$ cat config.mk
export PLATFORM = sky130hd
export DESIGN_NAME = stepper_half_step_positioner_flat
export DESIGN_NICKNAME = d
export VERILOG_FILES = /design/src/rtl/shp_pkg.sv /design/src/rtl/shp_if.sv /design/src/rtl/shp_core.sv /design/src/rtl/shp_outbuf.sv /design/src/rtl/stepper_half_step_positioner.sv /design/src/flat_wrapper.sv
export SDC_FILE = /design/constraint.sdc
export NUM_CORES = 1
export LEC_CHECK = 0
export BUFFER_PORTS_ARGS = -buffer_cell sky130_fd_sc_hd__buf_2
export CAP_MARGIN = 10
export CORE_MARGIN = 3
export CORE_UTILIZATION = 49
export CTS_CLUSTER_SIZE = 25
export DETAILED_ROUTE_END_ITERATION = 8
export GPL_TIMING_DRIVEN = 1
export HOLD_SLACK_MARGIN = 0.03
export PLACE_DENSITY = 0.73
export SLEW_MARGIN = 20
export SYNTH_ARGS = -nofsm -noshare
export SYNTH_HDL_FRONTEND = slang
export SYNTH_SLANG_ARGS = --single-unit
$ cat constraint.sdc
create_clock -name clock -period 4 [get_ports clock]
set_clock_uncertainty 0.05 [all_clocks]
set_input_delay 0.6 -clock clock [delete_from_list [all_inputs] [get_ports clock]]
set_output_delay 0.6 -clock clock [all_outputs]
set_load 0.02 [all_outputs]
$ cat src/rtl/shp_pkg.sv
// Package for the half-step stepper positioner.
// Function codes, register indexes, coil sequence tables and the result item type.
// No dependencies.
package shp_pkg;

   localparam logic [2:0] FUNC_TICK   = 3'd0;
   localparam logic [2:0] FUNC_MOVE   = 3'd1;
   localparam logic [2:0] FUNC_CENTER = 3'd2;
   localparam logic [2:0] FUNC_QUERY  = 3'd3;
   localparam logic [2:0] FUNC_LOAD   = 3'd4;

   localparam logic [1:0] CSR_PHASE_TICKS = 2'd0;
   localparam logic [1:0] CSR_HOME_POS    = 2'd1;
   localparam logic [1:0] CSR_LEFT_LIMIT  = 2'd2;
   localparam logic [1:0] CSR_RIGHT_LIMIT = 2'd3;

   localparam logic [15:0] PHASE_TICKS_RST = 16'd10;
   localparam logic [15:0] HOME_POS_RST    = 16'h0000;
   localparam logic [15:0] LEFT_LIMIT_RST  = 16'h8000;
   localparam logic [15:0] RIGHT_LIMIT_RST = 16'h7FFF;

   typedef struct packed {
      logic [3:0]         coils;
      logic signed [15:0] position;
      logic               busy_res;
      logic               safe_ok;
   } rsp_type;

   function automatic logic [3:0] seq_cw(input logic [2:0] idx);
      logic [3:0] pat;
      case (idx)
         3'd0: pat = 4'b1000;
         3'd1: pat = 4'b1100;
         3'd2: pat = 4'b0100;
         3'd3: pat = 4'b0110;
         3'd4: pat = 4'b0010;
         3'd5: pat = 4'b0011;
         3'd6: pat = 4'b0001;
         default: pat = 4'b1001;
      endcase
      return pat;
   endfunction

   function automatic logic [3:0] seq_ccw(input logic [2:0] idx);
      logic [3:0] pat;
      case (idx)
         3'd0: pat = 4'b0001;
         3'd1: pat = 4'b0011;
         3'd2: pat = 4'b0010;
         3'd3: pat = 4'b0110;
         3'd4: pat = 4'b0100;
         3'd5: pat = 4'b1100;
         3'd6: pat = 4'b1000;
         default: pat = 4'b1001;
      endcase
      return pat;
   endfunction

endpackage

$ cat src/rtl/shp_if.sv
// Valid/ready channel interfaces for command items and result items.
// No dependencies.
interface shp_req_if;
   logic               valid;
   logic               ready;
   logic [2:0]         func;
   logic signed [15:0] target;
   logic               direction;

   modport source (output valid, output func, output target, output direction, input ready);
   modport sink (input valid, input func, input target, input direction, output ready);
endinterface

interface shp_rsp_if;
   logic               valid;
   logic               ready;
   logic [3:0]         coils;
   logic signed [15:0] position;
   logic               busy_res;
   logic               safe_ok;

   modport source (output valid, output coils, output position, output busy_res,
                   output safe_ok, input ready);
   modport sink (input valid, input coils, input position, input busy_res,
                 input safe_ok, output ready);
endinterface

$ cat src/rtl/shp_core.sv
// Positioner state: csr_we-written registers, position, goal, phase and hold count.
// Motion state updates in the cycle an item is accepted. Depends on shp_pkg.
module shp_core import shp_pkg::*; (
   input  logic               clock,
   input  logic               reset,
   input  logic               csr_we,
   input  logic [1:0]         csr_index,
   input  logic [15:0]        csr_wdata,
   input  logic               accept,
   input  logic [2:0]         func,
   input  logic signed [15:0] target,
   input  logic               direction,
   output rsp_type            result
);

   logic [15:0]        phase_ticks_ff;
   logic signed [15:0] home_ff, left_ff, right_ff;

   logic signed [15:0] pos_ff, pos_in;
   logic signed [15:0] goal_ff, goal_in;
   logic [2:0]         phase_ff, phase_in;
   logic [15:0]        hold_ff, hold_in;
   logic               moving_ff, moving_in;
   logic               cw_ff, cw_in;
   logic [3:0]         coil_ff, coil_in;

   logic [15:0]        limit;
   logic [15:0]        hold_inc;
   logic [2:0]         phase_inc;
   logic signed [15:0] pos_step;
   logic signed [15:0] new_goal;
   logic signed [16:0] pos_wide;
   logic               ok;

   always_ff @(posedge clock) begin
      if (reset) begin
         phase_ticks_ff <= PHASE_TICKS_RST;
         home_ff        <= HOME_POS_RST;
         left_ff        <= LEFT_LIMIT_RST;
         right_ff       <= RIGHT_LIMIT_RST;
      end else if (csr_we) begin
         case (csr_index)
            CSR_PHASE_TICKS: phase_ticks_ff <= csr_wdata;
            CSR_HOME_POS:    home_ff        <= csr_wdata;
            CSR_LEFT_LIMIT:  left_ff        <= csr_wdata;
            CSR_RIGHT_LIMIT: right_ff       <= csr_wdata;
            default: ;
         endcase
      end
   end

   always_comb begin
      limit     = (phase_ticks_ff == 16'd0) ? 16'd1 : phase_ticks_ff;
      hold_inc  = hold_ff + 16'd1;
      phase_inc = phase_ff + 3'd1;
      pos_step  = cw_ff ? pos_ff + 16'sd1 : pos_ff - 16'sd1;
      new_goal  = (func == FUNC_CENTER) ? home_ff : target;
      pos_wide  = {pos_ff[15], pos_ff};

      pos_in    = pos_ff;
      goal_in   = goal_ff;
      phase_in  = phase_ff;
      hold_in   = hold_ff;
      moving_in = moving_ff;
      cw_in     = cw_ff;
      coil_in   = coil_ff;
      ok        = 1'b0;

      case (func)
         FUNC_TICK: begin
            if (moving_ff) begin
               coil_in = cw_ff ? seq_cw(phase_ff) : seq_ccw(phase_ff);
               hold_in = hold_inc;
               if (hold_inc >= limit) begin
                  hold_in  = 16'd0;
                  phase_in = phase_inc;
                  // full cycle done: step position one toward the goal
                  if (phase_inc == 3'd0) begin
                     pos_in = pos_step;
                     if (pos_step == goal_ff)
                        moving_in = 1'b0;
                     else
                        cw_in = pos_step < goal_ff;
                  end
               end
            end
         end
         FUNC_MOVE, FUNC_CENTER: begin
            goal_in  = new_goal;
            phase_in = 3'd0;
            hold_in  = 16'd0;
            if (pos_ff == new_goal) begin
               moving_in = 1'b0;
            end else begin
               moving_in = 1'b1;
               cw_in     = pos_ff < new_goal;
            end
         end
         FUNC_QUERY: begin
            if (direction)
               ok = !((pos_wide + 17'sd1) > $signed({right_ff[15], right_ff}));
            else
               ok = !((pos_wide - 17'sd1) < $signed({left_ff[15], left_ff}));
         end
         FUNC_LOAD: begin
            pos_in    = target;
            goal_in   = target;
            moving_in = 1'b0;
            phase_in  = 3'd0;
            hold_in   = 16'd0;
         end
         default: ;
      endcase

      result.coils    = coil_in;
      result.position = pos_in;
      result.busy_res = moving_in;
      result.safe_ok  = ok;
   end

   always_ff @(posedge clock) begin
      if (reset) begin
         pos_ff    <= '0;
         goal_ff   <= '0;
         phase_ff  <= '0;
         hold_ff   <= '0;
         moving_ff <= 1'b0;
         cw_ff     <= 1'b0;
         coil_ff   <= '0;
      end else if (accept) begin
         pos_ff    <= pos_in;
         goal_ff   <= goal_in;
         phase_ff  <= phase_in;
         hold_ff   <= hold_in;
         moving_ff <= moving_in;
         cw_ff     <= cw_in;
         coil_ff   <= coil_in;
      end
   end

endmodule

$ cat src/rtl/shp_outbuf.sv
// Result register with a skid stage behind it, so a new item is taken while a
// result waits. Depends on shp_pkg.
module shp_outbuf import shp_pkg::*; (
   input  logic    clock,
   input  logic    reset,
   input  logic    in_valid,
   output logic    in_ready,
   input  rsp_type in_data,
   output logic    out_valid,
   input  logic    out_ready,
   output rsp_type out_data
);

   logic    out_valid_ff, out_valid_in;
   logic    skid_valid_ff, skid_valid_in;
   rsp_type out_data_ff, out_data_in;
   rsp_type skid_data_ff, skid_data_in;
   logic    take, acc;

   assign in_ready  = !skid_valid_ff;
   assign out_valid = out_valid_ff;
   assign out_data  = out_data_ff;
   assign take      = out_valid_ff && out_ready;
   assign acc       = in_valid && !skid_valid_ff;

   always_comb begin
      out_valid_in  = out_valid_ff;
      skid_valid_in = skid_valid_ff;
      out_data_in   = out_data_ff;
      skid_data_in  = skid_data_ff;
      if (skid_valid_ff) begin
         if (take) begin
            out_data_in   = skid_data_ff;
            skid_valid_in = 1'b0;
         end
      end else if (acc) begin
         if (!out_valid_ff || take) begin
            out_data_in  = in_data;
            out_valid_in = 1'b1;
         end else begin
            skid_data_in  = in_data;
            skid_valid_in = 1'b1;
         end
      end else if (take) begin
         out_valid_in = 1'b0;
      end
   end

   always_ff @(posedge clock) begin
      if (reset) begin
         out_valid_ff  <= 1'b0;
         skid_valid_ff <= 1'b0;
      end else begin
         out_valid_ff  <= out_valid_in;
         skid_valid_ff <= skid_valid_in;
      end
   end

   always_ff @(posedge clock) begin
      out_data_ff  <= out_data_in;
      skid_data_ff <= skid_data_in;
   end

endmodule

$ cat src/rtl/stepper_half_step_positioner.sv
// Top level of the half-step stepper positioner.
// Depends on shp_pkg, shp_if, shp_core and shp_outbuf.
//
// Usage:
//   req_chan carries command items (func, target, direction): tick, move,
//   center, safe query and load. rsp_chan returns exactly one result item per
//   command: coil pattern, position, busy flag and safe query answer, all
//   taken after the command has been applied.
//   csr_we/csr_index/csr_wdata write phase_ticks, home_position, left_limit
//   and right_limit; write them only while no item is in flight.
// Timing:
//   One item per clock while req_chan.ready is high. All state updates in the cycle
//   the item is accepted; its result is registered in the result register, offered
//   on rsp_chan and held there until taken.
//   When the receiver stalls, one more item is taken into a skid register;
//   after that req_chan.ready drops until the result register drains.
// Reset:
//   Synchronous, active high. Position, goal, phase and hold count clear,
//   coils are off, no motion, registers return to their reset values and both
//   output stages are emptied.
module stepper_half_step_positioner import shp_pkg::*; (
   input  logic        clock,
   input  logic        reset,
   shp_req_if.sink     req_chan,
   shp_rsp_if.source   rsp_chan,
   input  logic        csr_we,
   input  logic [1:0]  csr_index,
   input  logic [15:0] csr_wdata
);

   rsp_type result, rsp_data;
   logic    accept;

   assign accept = req_chan.valid && req_chan.ready;

   shp_core u_core (
      .clock     (clock),
      .reset     (reset),
      .csr_we    (csr_we),
      .csr_index (csr_index),
      .csr_wdata (csr_wdata),
      .accept    (accept),
      .func      (req_chan.func),
      .target    (req_chan.target),
      .direction (req_chan.direction),
      .result    (result)
   );

   shp_outbuf u_outbuf (
      .clock     (clock),
      .reset     (reset),
      .in_valid  (req_chan.valid),
      .in_ready  (req_chan.ready),
      .in_data   (result),
      .out_valid (rsp_chan.valid),
      .out_ready (rsp_chan.ready),
      .out_data  (rsp_data)
   );

   assign rsp_chan.coils    = rsp_data.coils;
   assign rsp_chan.position = rsp_data.position;
   assign rsp_chan.busy_res = rsp_data.busy_res;
   assign rsp_chan.safe_ok  = rsp_data.safe_ok;

endmodule

$ cat src/flat_wrapper.sv
// flat-port wrapper written by rule: the top's interface ports become plain ports
module stepper_half_step_positioner_flat import shp_pkg::*;
  (clock, reset, csr_we, csr_index, csr_wdata, req_chan_valid, req_chan_func, req_chan_target, req_chan_direction, req_chan_ready, rsp_chan_valid, rsp_chan_coils, rsp_chan_position, rsp_chan_busy_res, rsp_chan_safe_ok, rsp_chan_ready);
  shp_req_if req_chan_i ();
  shp_rsp_if rsp_chan_i ();
  input  logic clock;
  input  logic reset;
  input  logic csr_we;
  input  logic [1:0] csr_index;
  input  logic [15:0] csr_wdata;
  input wire logic [$bits(req_chan_i.valid)-1:0] req_chan_valid;
  input wire logic [$bits(req_chan_i.func)-1:0] req_chan_func;
  input wire logic [$bits(req_chan_i.target)-1:0] req_chan_target;
  input wire logic [$bits(req_chan_i.direction)-1:0] req_chan_direction;
  output wire logic [$bits(req_chan_i.ready)-1:0] req_chan_ready;
  output wire logic [$bits(rsp_chan_i.valid)-1:0] rsp_chan_valid;
  output wire logic [$bits(rsp_chan_i.coils)-1:0] rsp_chan_coils;
  output wire logic [$bits(rsp_chan_i.position)-1:0] rsp_chan_position;
  output wire logic [$bits(rsp_chan_i.busy_res)-1:0] rsp_chan_busy_res;
  output wire logic [$bits(rsp_chan_i.safe_ok)-1:0] rsp_chan_safe_ok;
  input wire logic [$bits(rsp_chan_i.ready)-1:0] rsp_chan_ready;
  assign req_chan_i.valid = req_chan_valid;
  assign req_chan_i.func = req_chan_func;
  assign req_chan_i.target = req_chan_target;
  assign req_chan_i.direction = req_chan_direction;
  assign req_chan_ready = req_chan_i.ready;
  assign rsp_chan_valid = rsp_chan_i.valid;
  assign rsp_chan_coils = rsp_chan_i.coils;
  assign rsp_chan_position = rsp_chan_i.position;
  assign rsp_chan_busy_res = rsp_chan_i.busy_res;
  assign rsp_chan_safe_ok = rsp_chan_i.safe_ok;
  assign rsp_chan_i.ready = rsp_chan_ready;
  stepper_half_step_positioner u_core (.clock(clock), .reset(reset), .req_chan(req_chan_i), .rsp_chan(rsp_chan_i), .csr_we(csr_we), .csr_index(csr_index), .csr_wdata(csr_wdata));
endmodule
=== After elaboration in Yosys (flattened, before gate mapping) ===
Cells that the tools add are included.

* Register bits: 167
* Bits of input ports: 43
* Output and inout bits: 24
* Word-level logic and storage cells: 131

* $add $sub $neg: 6
* $lt $le $gt $ge: 5
* Eq/ne operators: 22
* Muxes and demuxes: 44
* Bitwise logic cells: 2
* Reductions and logical operators: 31

{| class="wikitable"
|+ Operators with widths
! kind !! count
|-
| $mux 16 || 8
|-
| $pmux 16 s2 || 3
|-
| $mux 22 || 4
|-
| $pmux 4 s7 || 2
|-
| $eq 16x16->1 || 2
|-
| $lt 16x16->1 || 2
|-
| $mux 1 || 19
|-
| $add 16x2->17 const B || 1
|-
| $gt 17x16->1 || 1
|-
| $lt 17x16->1 || 1
|-
| $sub 16x2->17 const B || 1
|-
| $add 16x1->16 const B || 1
|-
| $add 16x2->16 const B || 1
|-
| $ge 16x16->1 || 1
|-
| $logic_not 16->1 || 1
|-
| $sub 16x2->16 const B || 1
|-
| $eq 3x2->1 const B || 4
|-
| $eq 3x3->1 const B || 4
|-
| $mux 4 || 3
|-
| $reduce_and 3->1 || 4
|-
| $reduce_bool 2->1 || 6
|-
| $ne 2x2->1 const B || 5
|-
| $reduce_and 2->1 || 5
|-
| $logic_not 3->1 || 3
|-
| 18 further kinds || 27
|}

=== Logic depth before layout (Yosys ltp) ===
Gate-level depths: netlist of the first run.

* Depth in word-level cells: 11
* Mapped depth: 19
* Depth with buffers taken out: 17

=== By module ===
From an unflattened synthesis of the first run, not the netlist that was laid out.

* Cells, all modules: 1166
* Area, all modules: 10312.4 um2

{| class="wikitable"
|+ Modules (own cells, without submodules)
! module !! times used !! cells an instance !! area each (um2) !! sequential area each (um2)
|-
| shp_core || 1 || 1083 || 8506.9 || 2422.3
|-
| shp_outbuf || 1 || 82 || 1799.2 || 1361.3
|-
| stepper_half_step_positioner || 1 || 1 || 6.3 || 0.0
|}

=== Worst setup path before layout of the first run ===
Ideal clock, no wire load.

* Path kind: register to register
* Start: register u_core.u_core.cw_ff
* End: register u_core.u_outbuf.skid_data_ff[1] (netlist name) (data pin)
* Setup time: 0.280 ns
* Arrival: 3.895 ns
* Data required time: 3.670 ns
* Path slack: -0.225 ns
* Stages on the path, launching flop included: 17
* Clock period less this slack: 4.225 ns
* Cells stage by stage: dfxtp_1 clkbuf_1 inv_1 fa_1 a211oi_1 o211ai_1 a31o_2 a211o_1 nor2b_1 ha_1 nand4_1 or2_2 or3_1 inv_1 o211ai_1 a21oi_1 o21ai_0

{| class="wikitable"
|+ RTL lines
! element !! RTL line !! RTL
|-
| start: declaration || shp_core.sv:24 || <nowiki>logic cw_ff, cw_in;</nowiki>
|-
| start signal: assignment || shp_core.sv:136 || <nowiki>cw_ff <= cw_in;</nowiki>
|-
| end signal: assignment || shp_outbuf.sv:61 || <nowiki>skid_data_ff <= skid_data_in;</nowiki>
|-
| end: declaration || shp_outbuf.sv:17 || <nowiki>rsp_type skid_data_ff, skid_data_in;</nowiki>
|}

=== Worst setup path in the final report of the first run ===
* Start: register u_core.u_core.cw_ff
* End: register u_core.u_core.cw_ff

* Cells in the longest elaborated chain, start to end: 7
* Elaborated cells between the ends (all ways): 10

{| class="wikitable"
|+ Ends and longest elaborated chain
! element !! RTL line !! RTL
|-
| $mux 16 (*) || shp_core.sv:56 || <nowiki>pos_step = cw_ff ? pos_ff + 16'sd1 : pos_ff - 16'sd1;</nowiki>
|-
| $lt 16x16->1 || shp_core.sv:83 || <nowiki>cw_in = pos_step < goal_ff;</nowiki>
|-
| $mux 1 || shp_core.sv:80 || <nowiki>if (pos_step == goal_ff)</nowiki>
|-
| $mux 1 || shp_core.sv:78 || <nowiki>if (phase_inc == 3'd0) begin</nowiki>
|-
| $mux 1 || shp_core.sv:74 || <nowiki>if (hold_inc >= limit) begin</nowiki>
|-
| $mux 1 || shp_core.sv:71 || <nowiki>if (moving_ff) begin</nowiki>
|-
| $pmux 1 s2 || shp_core.sv:69 || <nowiki>case (func)</nowiki>
|}

Every way passes the cells marked *; elsewhere a longest branch is shown, timed or not. The select of a mux whose other input is x is not followed.
A chain may end at the register's enable or synchronous reset.

==> qor.csv, run 1 <==
stage;metric;value;unit
sta;slew_headroom;31.2;%
placement;post-place-ws;-0.102;ns
hold_path;hold_start;rsp_chan_ready;
synthesis;synth.most_common_cell;nand2_1;
global_routing;grt_max_degree;87;
sta;holdWs;0.302;ns
drt;via_per_inst;5.87;
worst_setup_path;critPathKind;register to register;
cts;worstSkewPairLatency;0.43;ns
cts;cts_tree;built;
synthesis;synth_common_cells;175 x nand2_1, 123 x dfxtp_1, 104 x a21oi_1, 104 x ha_1, 88 x inv_1;
synthesis;ys_seq_area_share;35.1;%
placement;post-dp-hpwl;23.1;mm
final_layout;fin_cells;1661;
worst_setup_path;cp_slowest_cell;or4_1;
cts;path_clk_slew;0.07;ns
synthesis;synth_seq_cells;167;
sta;worst_pin_slew;1.03;ns
synthesis;synth_top_area_share;22.9;%
cts;cts-root-buf;clkbuf_16;
floorplan;die_area;23800;µm²
sta;fmax;256;MHz
synthesis;synth_area;10800;µm²
final_layout;drive_gt1_share;20.4;%
pwr;power;4.70;mW
final_layout;nets;1520;
placement;place_area;11900;µm²
worst_setup_path;required;4.28;ns
placement;place_congestion;0.969;
sta;slew_viol_final;0;
cts;cts.path.max_buffers;2;
drt;avgRoutedWirePerCell;18.8;µm
worst_setup_path;end_kind;register;
worst_setup_path;startpoint_type;register;
sta;setup_viol;0;
global_routing;grt_overflow_total;0;
synthesis;yosysUniqueCellTypes;83;
placement;io_buffers;66;
worst_setup_path;rr_startpoint;u_core.u_core.cw_ff;
sta;rsz0062_at_grt;true;
floorplan;fp.dieH;154;µm
floorplan;core;21300;µm²
flow_run;maxCapViolCount;0;
final_layout;area_growth;18.6;%
floorplan;io_pins;67;
drt;vias;9749;
pwr;power_density;368;nW/µm²
cts;cts_buffers;17;
drt;ant_nets;0;
sta;layout_setup_ws;0.0892;ns
drt;dr.first_iter.drc_count;804;
floorplan;start_util;50.6;%
pwr;peakVddDrop;0.300;mV
final_layout;fill_cells;1882;
worst_setup_path;reg2reg_depth;16;
floorplan;die_w;154;µm
sta;period_share;97.8;%
worst_setup_path;crit_top_cell;ha_1;
global_routing;antenna_found_initial;0;
drt;drt_wl_total;31.2;mm
cts;cts_sinks;167;
synthesis;yosys_most_used_dff;dfxtp_1;
cts;h-tree-depth;4;
cts;hold_buffers;0;
final_layout;fin_area;12800;µm²
synthesis;synth_edf_count;44;
worst_setup_path;crit_path_cell_trace;inv_8, buf_6, ha_1, buf_4, a21o_1, a221oi_4, mux2_2, nand4_1, ha_1, nand2b_1, or3_4, a211oi_2, nor2_1, or4_1, o31a_1, a311oi_2;
status;status;finished, final reports clean;
hold_path;holdCritPathClass;input port to register;
worst_setup_path;reg2reg_slack;0.09;ns
drt;drcViolationCount;0;
sta;timing.final.crit_period;3.91;ns
synthesis;ys_warn_count;0;
worst_setup_path;cp_max_fo;9;
synthesis;syn_nets;1407;
synthesis;synth_area_per_cell;8.55;µm²
sta;hold_viol;0;
global_routing;grt_pass1_wl;49.1;mm
worst_setup_path;rr_endpoint;u_core.u_core.cw_ff;
placement;dp.cells;1621;
hold_path;min_to;u_core.u_outbuf.skid_valid_ff;
synthesis;synthCells;1259;
global_routing;grt_use_total;25.7;%
worst_setup_path;max_stage_delay;0.40;ns
drt;firstDrtPassIters;5;
worst_setup_path;critical_path_arrival;4.19;ns
pwr;leakage;5.38;nW
synthesis;synth_area_leaders;dfxtp_1 23%, edfxtp_1 12%, ha_1 12%;
synthesis;synth_area_leader_cell;dfxtp_1;
hold_path;min_path_cells;2;
synthesis;ys_async_sr_fraction;0;%
floorplan;rows;53;
global_routing;first_global_vias;9169;
## logic make-up (layout without fill, tap and decap cells)
group	Yosys count	after routing	share of synthesized area (%)
AOI/OAI and AO/OA	331	331	21.2
xor gates and xnor gates	50	50	4.07
adders and majority gates	106	106	12.4
buffers and inverters	161	287	5.91
DFF	167	167	35.1
muxes	38	38	3.85
other	0	1	0
and+or+nand+nor	406	406	17.5
## per-stage QoR
stage	utilization, %	setup TNS (ns)
after global routing	60.0	-0.100
final	60.0	0
after floorplan	-	0
after detailed placement	55.8	-0.366
after global placement	55.8	-0.399
after CTS	58.8	0
## timing repair
action                     4_1_cts  5_1_grt
pin swaps                        1       15
setup endpoints to repair        4       41
setup buffers                    0        7
resized for setup                9       39
## flip-flops by register name (all words and copies together), names as in the netlist, 4 cells and up
signal	cells
u_core.u_core.pos_ff	16
u_core.u_outbuf.skid_data_ff	22
u_core.u_core.hold_ff	16
u_core.u_core.coil_ff	4
u_core.u_outbuf.out_data	22
u_core.u_core.home_ff	16
u_core.u_core.left_ff	16
u_core.u_core.phase_ticks_ff	16
u_core.u_core.right_ff	16
u_core.u_core.goal_ff	16
## layout make-up
type | count | area (µm²) | share of cell area, %
Multi-Input combinational cell | 931 | 6600 | 51.7
Sequential cell | 167 | 3790 | 29.7
Timing Repair Buffer | 164 | 1080 | 8.49
Clock buffer | 18 | 439 | 3.44
Inverter | 91 | 349 | 2.73
Tap cell | 275 | 344 | 2.69
Clock inverter | 14 | 165 | 1.29
Antenna cell | 1 | 2.50 | 0.0196
## report_power, final
part / leakage (nW) / internal [mW] / switching, mW
sequential: 1.43 / 1.81 / 0.0394
combinational: 3.66 / 0.482 / 0.645
clock: 0.292 / 0.954 / 0.765
## critical path, delay by kind of cell, from the launching register on
family / cells / cell delay, ns
adders and majority gates: 2 / 0.56
DFF: 1 / 0.38
and+or+nand+nor: 5 / 1.15
buffers and inverters: 3 / 0.36
AOI/OAI and AO/OA: 5 / 1.09
muxes: 1 / 0.21
## layout by cell type (no fill, tap or decap), drive strengths merged, types with 26 or more instances in the layout
master  instances
xnor2          26
nand3          28
a211oi         29
ha            104
dfxtp         123
edfxtp         44
a21oi         106
inv            94
nor2           84
buf           164
o21ai          43
nand2         176
## how the worst max path moves through the flow
stage                                   from                              end  cells past startpoint
finish                   u_core.u_core.cw_ff              u_core.u_core.cw_ff                     16
CTS                 u_core.u_core.hold_ff[1]     u_core.u_outbuf.out_data[11]                     14
detailed placement       u_core.u_core.cw_ff      u_core.u_outbuf.out_data[1]                     17
global route             u_core.u_core.cw_ff              u_core.u_core.cw_ff                     17
global placement         u_core.u_core.cw_ff      u_core.u_outbuf.out_data[1]                     16
floorplan                u_core.u_core.cw_ff  u_core.u_outbuf.skid_data_ff[1]                     17
## layer usage
layer	global-route usage (%)	part of all wire (%)
met1	36.0	45
met4	7.53	2.6
met2	41.6	46
met3	3.41	6.0
met5	0	0
No activity file was read; power rests on OpenSTA's default activity.
==> inputs of run 2 (changes only) <==
CAP_MARGIN = 20   (was 10)
SETUP_SLACK_MARGIN = 0.1   (was default)
SLEW_MARGIN = default   (was 20)
==> run 2 against run 1 <==
Compared with the run above: sequential power hardly changed; hold slack better by 0.0058 ns; final cell count rose by 1.1%; global-route usage grew 0.29 points; via count up 1.9%; clock-buffer cell count decreased by 1; design area rose by 3.0%; non-clock buffer count increased by 19; wire length rose by 2.4%; clock power down 5%; combinational power grew 4%; largest power group unchanged; highest routed layer unchanged.
==> qor.csv, run 2 (synthesized netlist as in run 1, its figures left out) <==
stage;metric;value;unit
status;status;finished, final reports clean;
cts;cts_tree;built;
worst_setup_path;cp_max_fo;5;
sta;holdWs;0.308;ns
sta;worst_pin_slew;0.759;ns
worst_setup_path;required;4.14;ns
global_routing;grt_overflow_total;0;
floorplan;die_w;154;µm
placement;place_area;12000;µm²
sta;period_share;97.1;%
worst_setup_path;critPathKind;register to register;
global_routing;antenna_found_initial;0;
worst_setup_path;startpoint_type;register;
floorplan;start_util;50.6;%
drt;ant_nets;0;
placement;post-place-ws;-0.103;ns
cts;worstSkewPairLatency;0.44;ns
final_layout;drive_gt1_share;23.4;%
final_layout;multiInputGateArea;6800;µm²
placement;post-dp-hpwl;23.5;mm
worst_setup_path;rr_endpoint;u_core.u_outbuf.out_data[6];
sta;rsz0062_at_grt;true;
placement;dp.cells;1630;
floorplan;die_area;23800;µm²
pwr;peakVddDrop;0.330;mV
drt;dr.first_iter.drc_count;974;
cts;cts_sinks;167;
sta;timing.final.crit_period;3.88;ns
cts;cts.path.max_buffers;2;
drt;vias;9935;
worst_setup_path;reg2reg_depth;15;
final_layout;final_util;61.8;%
drt;via_per_inst;5.91;
worst_setup_path;crit_top_cell;buf_4;
pwr;power;4.67;mW
sta;setup_tns;0;ns
sta;setup_viol;0;
sta;hold_viol;0;
worst_setup_path;critical_path_arrival;4.02;ns
final_layout;fill_cells;1803;
worst_setup_path;end_kind;register;
placement;io_buffers;66;
sta;slew_viol_final;0;
drt;firstDrtPassIters;6;
final_layout;seq_area;3790;µm²
final_layout;fin_area;13200;µm²
hold_path;hold_start;rsp_chan_ready;
worst_setup_path;rr_startpoint;u_core.u_core.hold_ff[0];
cts;cts_buffers;17;
floorplan;rows;53;
hold_path;min_to;u_core.u_outbuf.skid_valid_ff;
global_routing;first_global_vias;9373;
floorplan;core;21300;µm²
cts;cts-root-buf;clkbuf_16;
final_layout;final_common_cell;nand2_1;
sta;fmax;257;MHz
drt;avgRoutedWirePerCell;19.0;µm
worst_setup_path;max_stage_delay;0.39;ns
cts;h-tree-depth;4;
sta;layout_setup_ws;0.116;ns
floorplan;io_pins;67;
final_layout;nets;1540;
cts;path_clk_slew;0.08;ns
worst_setup_path;reg2reg_slack;0.12;ns
drt;drcViolationCount;0;
hold_path;holdCritPathClass;input port to register;
hold_path;min_path_cells;2;
global_routing;grt_max_degree;54;
floorplan;fp.dieH;154;µm
flow_run;maxCapViolCount;0;
global_routing;grt_use_total;26.0;%
placement;place_congestion;0.986;
pwr;leakage;5.54;nW
final_layout;layout.cells.most_common_list;175 x nand2_1, 120 x dfxtp_1, 108 x buf_4;
worst_setup_path;cp_slowest_cell;a211o_4;
final_layout;area_growth;22.2;%
pwr;power_density;355;nW/µm²
final_layout;fin_cells;1680;
worst_setup_path;crit_path_cell_trace;buf_4, nand4_1, nor4_4, and3_4, buf_4, xor2_1, ha_1, and4_1, o2111a_2, a211o_4, a211oi_4, buf_6, nor2_4, o22a_1, mux2_4;
global_routing;grt_pass1_wl;49.6;mm
sta;slew_headroom;49.3;%
drt;drt_wl_total;31.9;mm
final_layout;antenna_cells;0;
[run 2: cell types whose count changed in the layout (fill, tap and decap cells not counted), moves of 4 or more]
cell / delta
buf_6: +5
inv_8: +5
and3_4: +4
buf_4: +11
[run 2: timing repair]
item / CTS / global route
buffers inserted: 4 / 9
pin swaps: 9 / 31
hold buffers: 0 / 0
endpoints found under the setup margin: 13 / 43
resized for setup: 23 / 72
cloned: 0 / 1
[run 2: area by class of cell]
cell class	count	area share, %
repair buffers	183	9.74
well taps	275	2.62
clock buffers	17	3.23
clock inverters	15	1.19
multi-input cells	932	51.7
inverters	91	2.65
flip-flops and latches	167	28.8
[run 2: how the worst max path moves through the flow]
stage / from / end / depth (start not counted)
after floorplan: u_core.u_core.cw_ff / u_core.u_outbuf.skid_data_ff[1] / 17
after global placement: u_core.u_core.cw_ff / u_core.u_outbuf.out_data[1] / 16
after detailed placement: u_core.u_core.cw_ff / u_core.u_core.cw_ff / 17
after CTS: u_core.u_core.hold_ff[0] / u_core.u_outbuf.out_data[16] / 16
after global routing: u_core.u_core.cw_ff / u_core.u_core.cw_ff / 17
final: u_core.u_core.hold_ff[0] / u_core.u_outbuf.out_data[6] / 15
[run 2: critical path: cells and delay by family, from the launching register on]
kind	cells	cell delay (ns)
AOI/OAI and AO/OA	4	1.21
xor gates and xnor gates	1	0.15
adders and majority gates	1	0.25
buffers and inverters	3	0.41
DFF	1	0.38
muxes	1	0.29
and+or+nand+nor	5	0.90
[run 2: power by group]
group / total (mW) / leakage (nW) / internal (mW) / switching (mW)
logic: 1.18 / 3.83 / 0.515 / 0.662
registers: 1.85 / 1.43 / 1.81 / 0.0395
clock network: 1.64 / 0.274 / 0.836 / 0.805
[run 2: routing by layer]
| layer | global-route usage (%) | vias up | wire length (µm) | part of all wire, % |
|---|---|---|---|---|
| li1 | - | 4786 | - | - |
| met1 | 35.3 | 4676 | 13800 | 43 |
| met2 | 41.5 | 400 | 14700 | 46 |
| met3 | 4.53 | 73 | 2230 | 7.0 |
| met4 | 9.92 | 0 | 1170 | 3.7 |
| met5 | 0 | - | 0 | 0 |
==> inputs of run 3 (changes only) <==
CORE_MARGIN = 1   (was 3)
CORE_UTILIZATION = 26   (was 49)
PLACE_DENSITY = 0.45   (was 0.73)
clock period = 3.8 ns   (was 4 ns; I/O delays follow)
==> run 3 against run 2 <==
Compared with the run above: the run now ends with setup timing left; sequential power increased by 5%; sequential share of layout area decreased by 3.0 points; worst setup slack lost 0.14 ns; highest routed layer unchanged; die area rose by 78%; via count decreased by 0.43%; final cell count is 20% higher; clock power is essentially flat; fmax is 1.7% higher.
==> qor.csv, run 3 (synthesized netlist as in run 1, its figures left out) <==
stage;metric;value;unit
status;status;complete, but fails checks;
status;violations;setup timing;
cts;h-tree-depth;4;
floorplan;die_w;206;µm
sta;worst_pin_slew;0.792;ns
sta;setup_viol;2;
drt;firstDrtPassIters;4;
cts;worstSkewPairLatency;0.45;ns
worst_setup_path;cp_max_fo;6;
drt;dr.first_iter.drc_count;500;
drt;avgRoutedWirePerCell;18.3;µm
placement;place_area;12900;µm²
sta;slew_viol_final;0;
flow_run;maxCapViolCount;0;
global_routing;first_global_vias;9606;
final_layout;final_common_cell;buf_4;
final_layout;area_growth;36.7;%
global_routing;grt_max_degree;63;
floorplan;core;40800;µm²
worst_setup_path;end_kind;register;
cts;path_clk_slew;0.07;ns
drt;drcViolationCount;0;
pwr;power;5.00;mW
global_routing;grt_pass1_wl;56.0;mm
pwr;peakVddDrop;0.308;mV
cts;cts_buffers;17;
cts;cts.path.max_buffers;2;
worst_setup_path;rr_startpoint;u_core.u_core.cw_ff;
sta;rsz0062_at_grt;true;
hold_path;holdCritPathClass;input port to register;
sta;slew_headroom;47.2;%
sta;timing.final.crit_period;3.82;ns
worst_setup_path;critPathKind;register to register;
placement;place_congestion;0.877;
sta;layout_setup_ws;-0.0196;ns
floorplan;rows;74;
drt;drt_wl_total;37.0;mm
sta;setup_tns;-0.0278;ns
final_layout;drive_gt1_share;31.6;%
worst_setup_path;required;4.10;ns
placement;io_buffers;66;
drt;via_per_inst;4.89;
sta;period_share;101;%
floorplan;io_pins;67;
worst_setup_path;critical_path_arrival;4.12;ns
global_routing;grt_overflow_total;0;
drt;ant_nets;0;
cts;cts_sinks;167;
pwr;leakage;6.15;nW
floorplan;fp.dieH;206;µm
worst_setup_path;startpoint;u_core.u_core.cw_ff;
final_layout;fin_area;14700;µm²
hold_path;hold_start;rsp_chan_ready;
pwr;power_density;340;nW/µm²
sta;fmax;262;MHz
worst_setup_path;startpoint_type;register;
placement;post-dp-hpwl;27.6;mm
global_routing;antenna_found_initial;0;
final_layout;nets;1627;
floorplan;start_util;26.4;%
cts;cts-root-buf;clkbuf_16;
global_routing;grt_use_total;17.6;%
sta;hold_viol;0;
final_layout;fill_cells;4180;
cts;hold_buffers;0;
cts;cts_tree;built;
drt;vias;9892;
final_layout;antenna_cells;0;
final_layout;layout.cells.most_common_list;177 x buf_4, 175 x nand2_1, 115 x dfxtp_1;
floorplan;die_area;42200;µm²
placement;post-place-ws;-0.504;ns
## run 3: where the power goes
part           leakage (nW)  internal, mW  switching (mW)
Sequential             1.44          1.91          0.0414
Combinational          4.45         0.627           0.761
Clock                 0.260         0.864           0.803
## run 3: worst paths after layout
path,end,slack (ns),depth (start not counted)
worst min register to register,u_core.u_core.home_ff[10],0.41,2
worst max register to register,u_core.u_core.cw_ff,-0.02,18
worst max-delay path,u_core.u_core.cw_ff,-0.02,18
worst min-delay path,u_core.u_outbuf.skid_valid_ff,0.28,2
## run 3: area by class of cell
type	instances	area, µm²	share of cell area [%]
Timing Repair Buffer	270	2070	14.1
Clock buffer	20	447	3.03
Tap cell	532	666	4.52
Multi-Input combinational cell	932	7280	49.5
Sequential cell	167	3810	25.8
Clock inverter	12	93.8	0.637
Inverter	91	357	2.42
## run 3: what timing repair did
| item | 4_1_cts | 5_1_grt |
|---|---|---|
| setup buffers | 29 | 20 |
| pin swaps | 48 | 74 |
| gates resized for setup | 70 | 113 |
| gates cloned | 1 | 3 |
| endpoints found under the setup margin | 29 | 71 |
## run 3: through the flow
| stage | util (%) | instances | hold slack [ns] |
|---|---|---|---|
| final | 36.1 | 2024 | 0.280 |
| after global routing | 36.1 | 2024 | 0.289 |
| after CTS | 34.2 | 2001 | 0.261 |
| after detailed placement | 31.5 | 1939 | 0.399 |
| after global placement | 31.5 | 1939 | 0.392 |
| after floorplan | - | 1259 | 0.383 |
## run 3: worst max-delay path: stages (launching register included)
cell and delay (ns):
dfxtp_4 0.39, inv_12 0.05, buf_12 0.12, ha_4 0.17
a21o_1 0.16, o32a_1 0.30, and3b_2 0.24, nand4b_1 0.22
and3_4 0.20, nor2_4 0.10, inv_2 0.06, ha_4 0.28
nand2b_4 0.06, or3_4 0.34, a211oi_2 0.15, nor2_1 0.06
or4_1 0.39, o31a_1 0.12, a311oi_2 0.24
## run 3: routing by layer
metal	part of all wire (%)	GRT usage [%]
met4	1.8	4.79
met2	45	27.7
met5	0	0
met1	50	25.0
met3	2.9	2.17
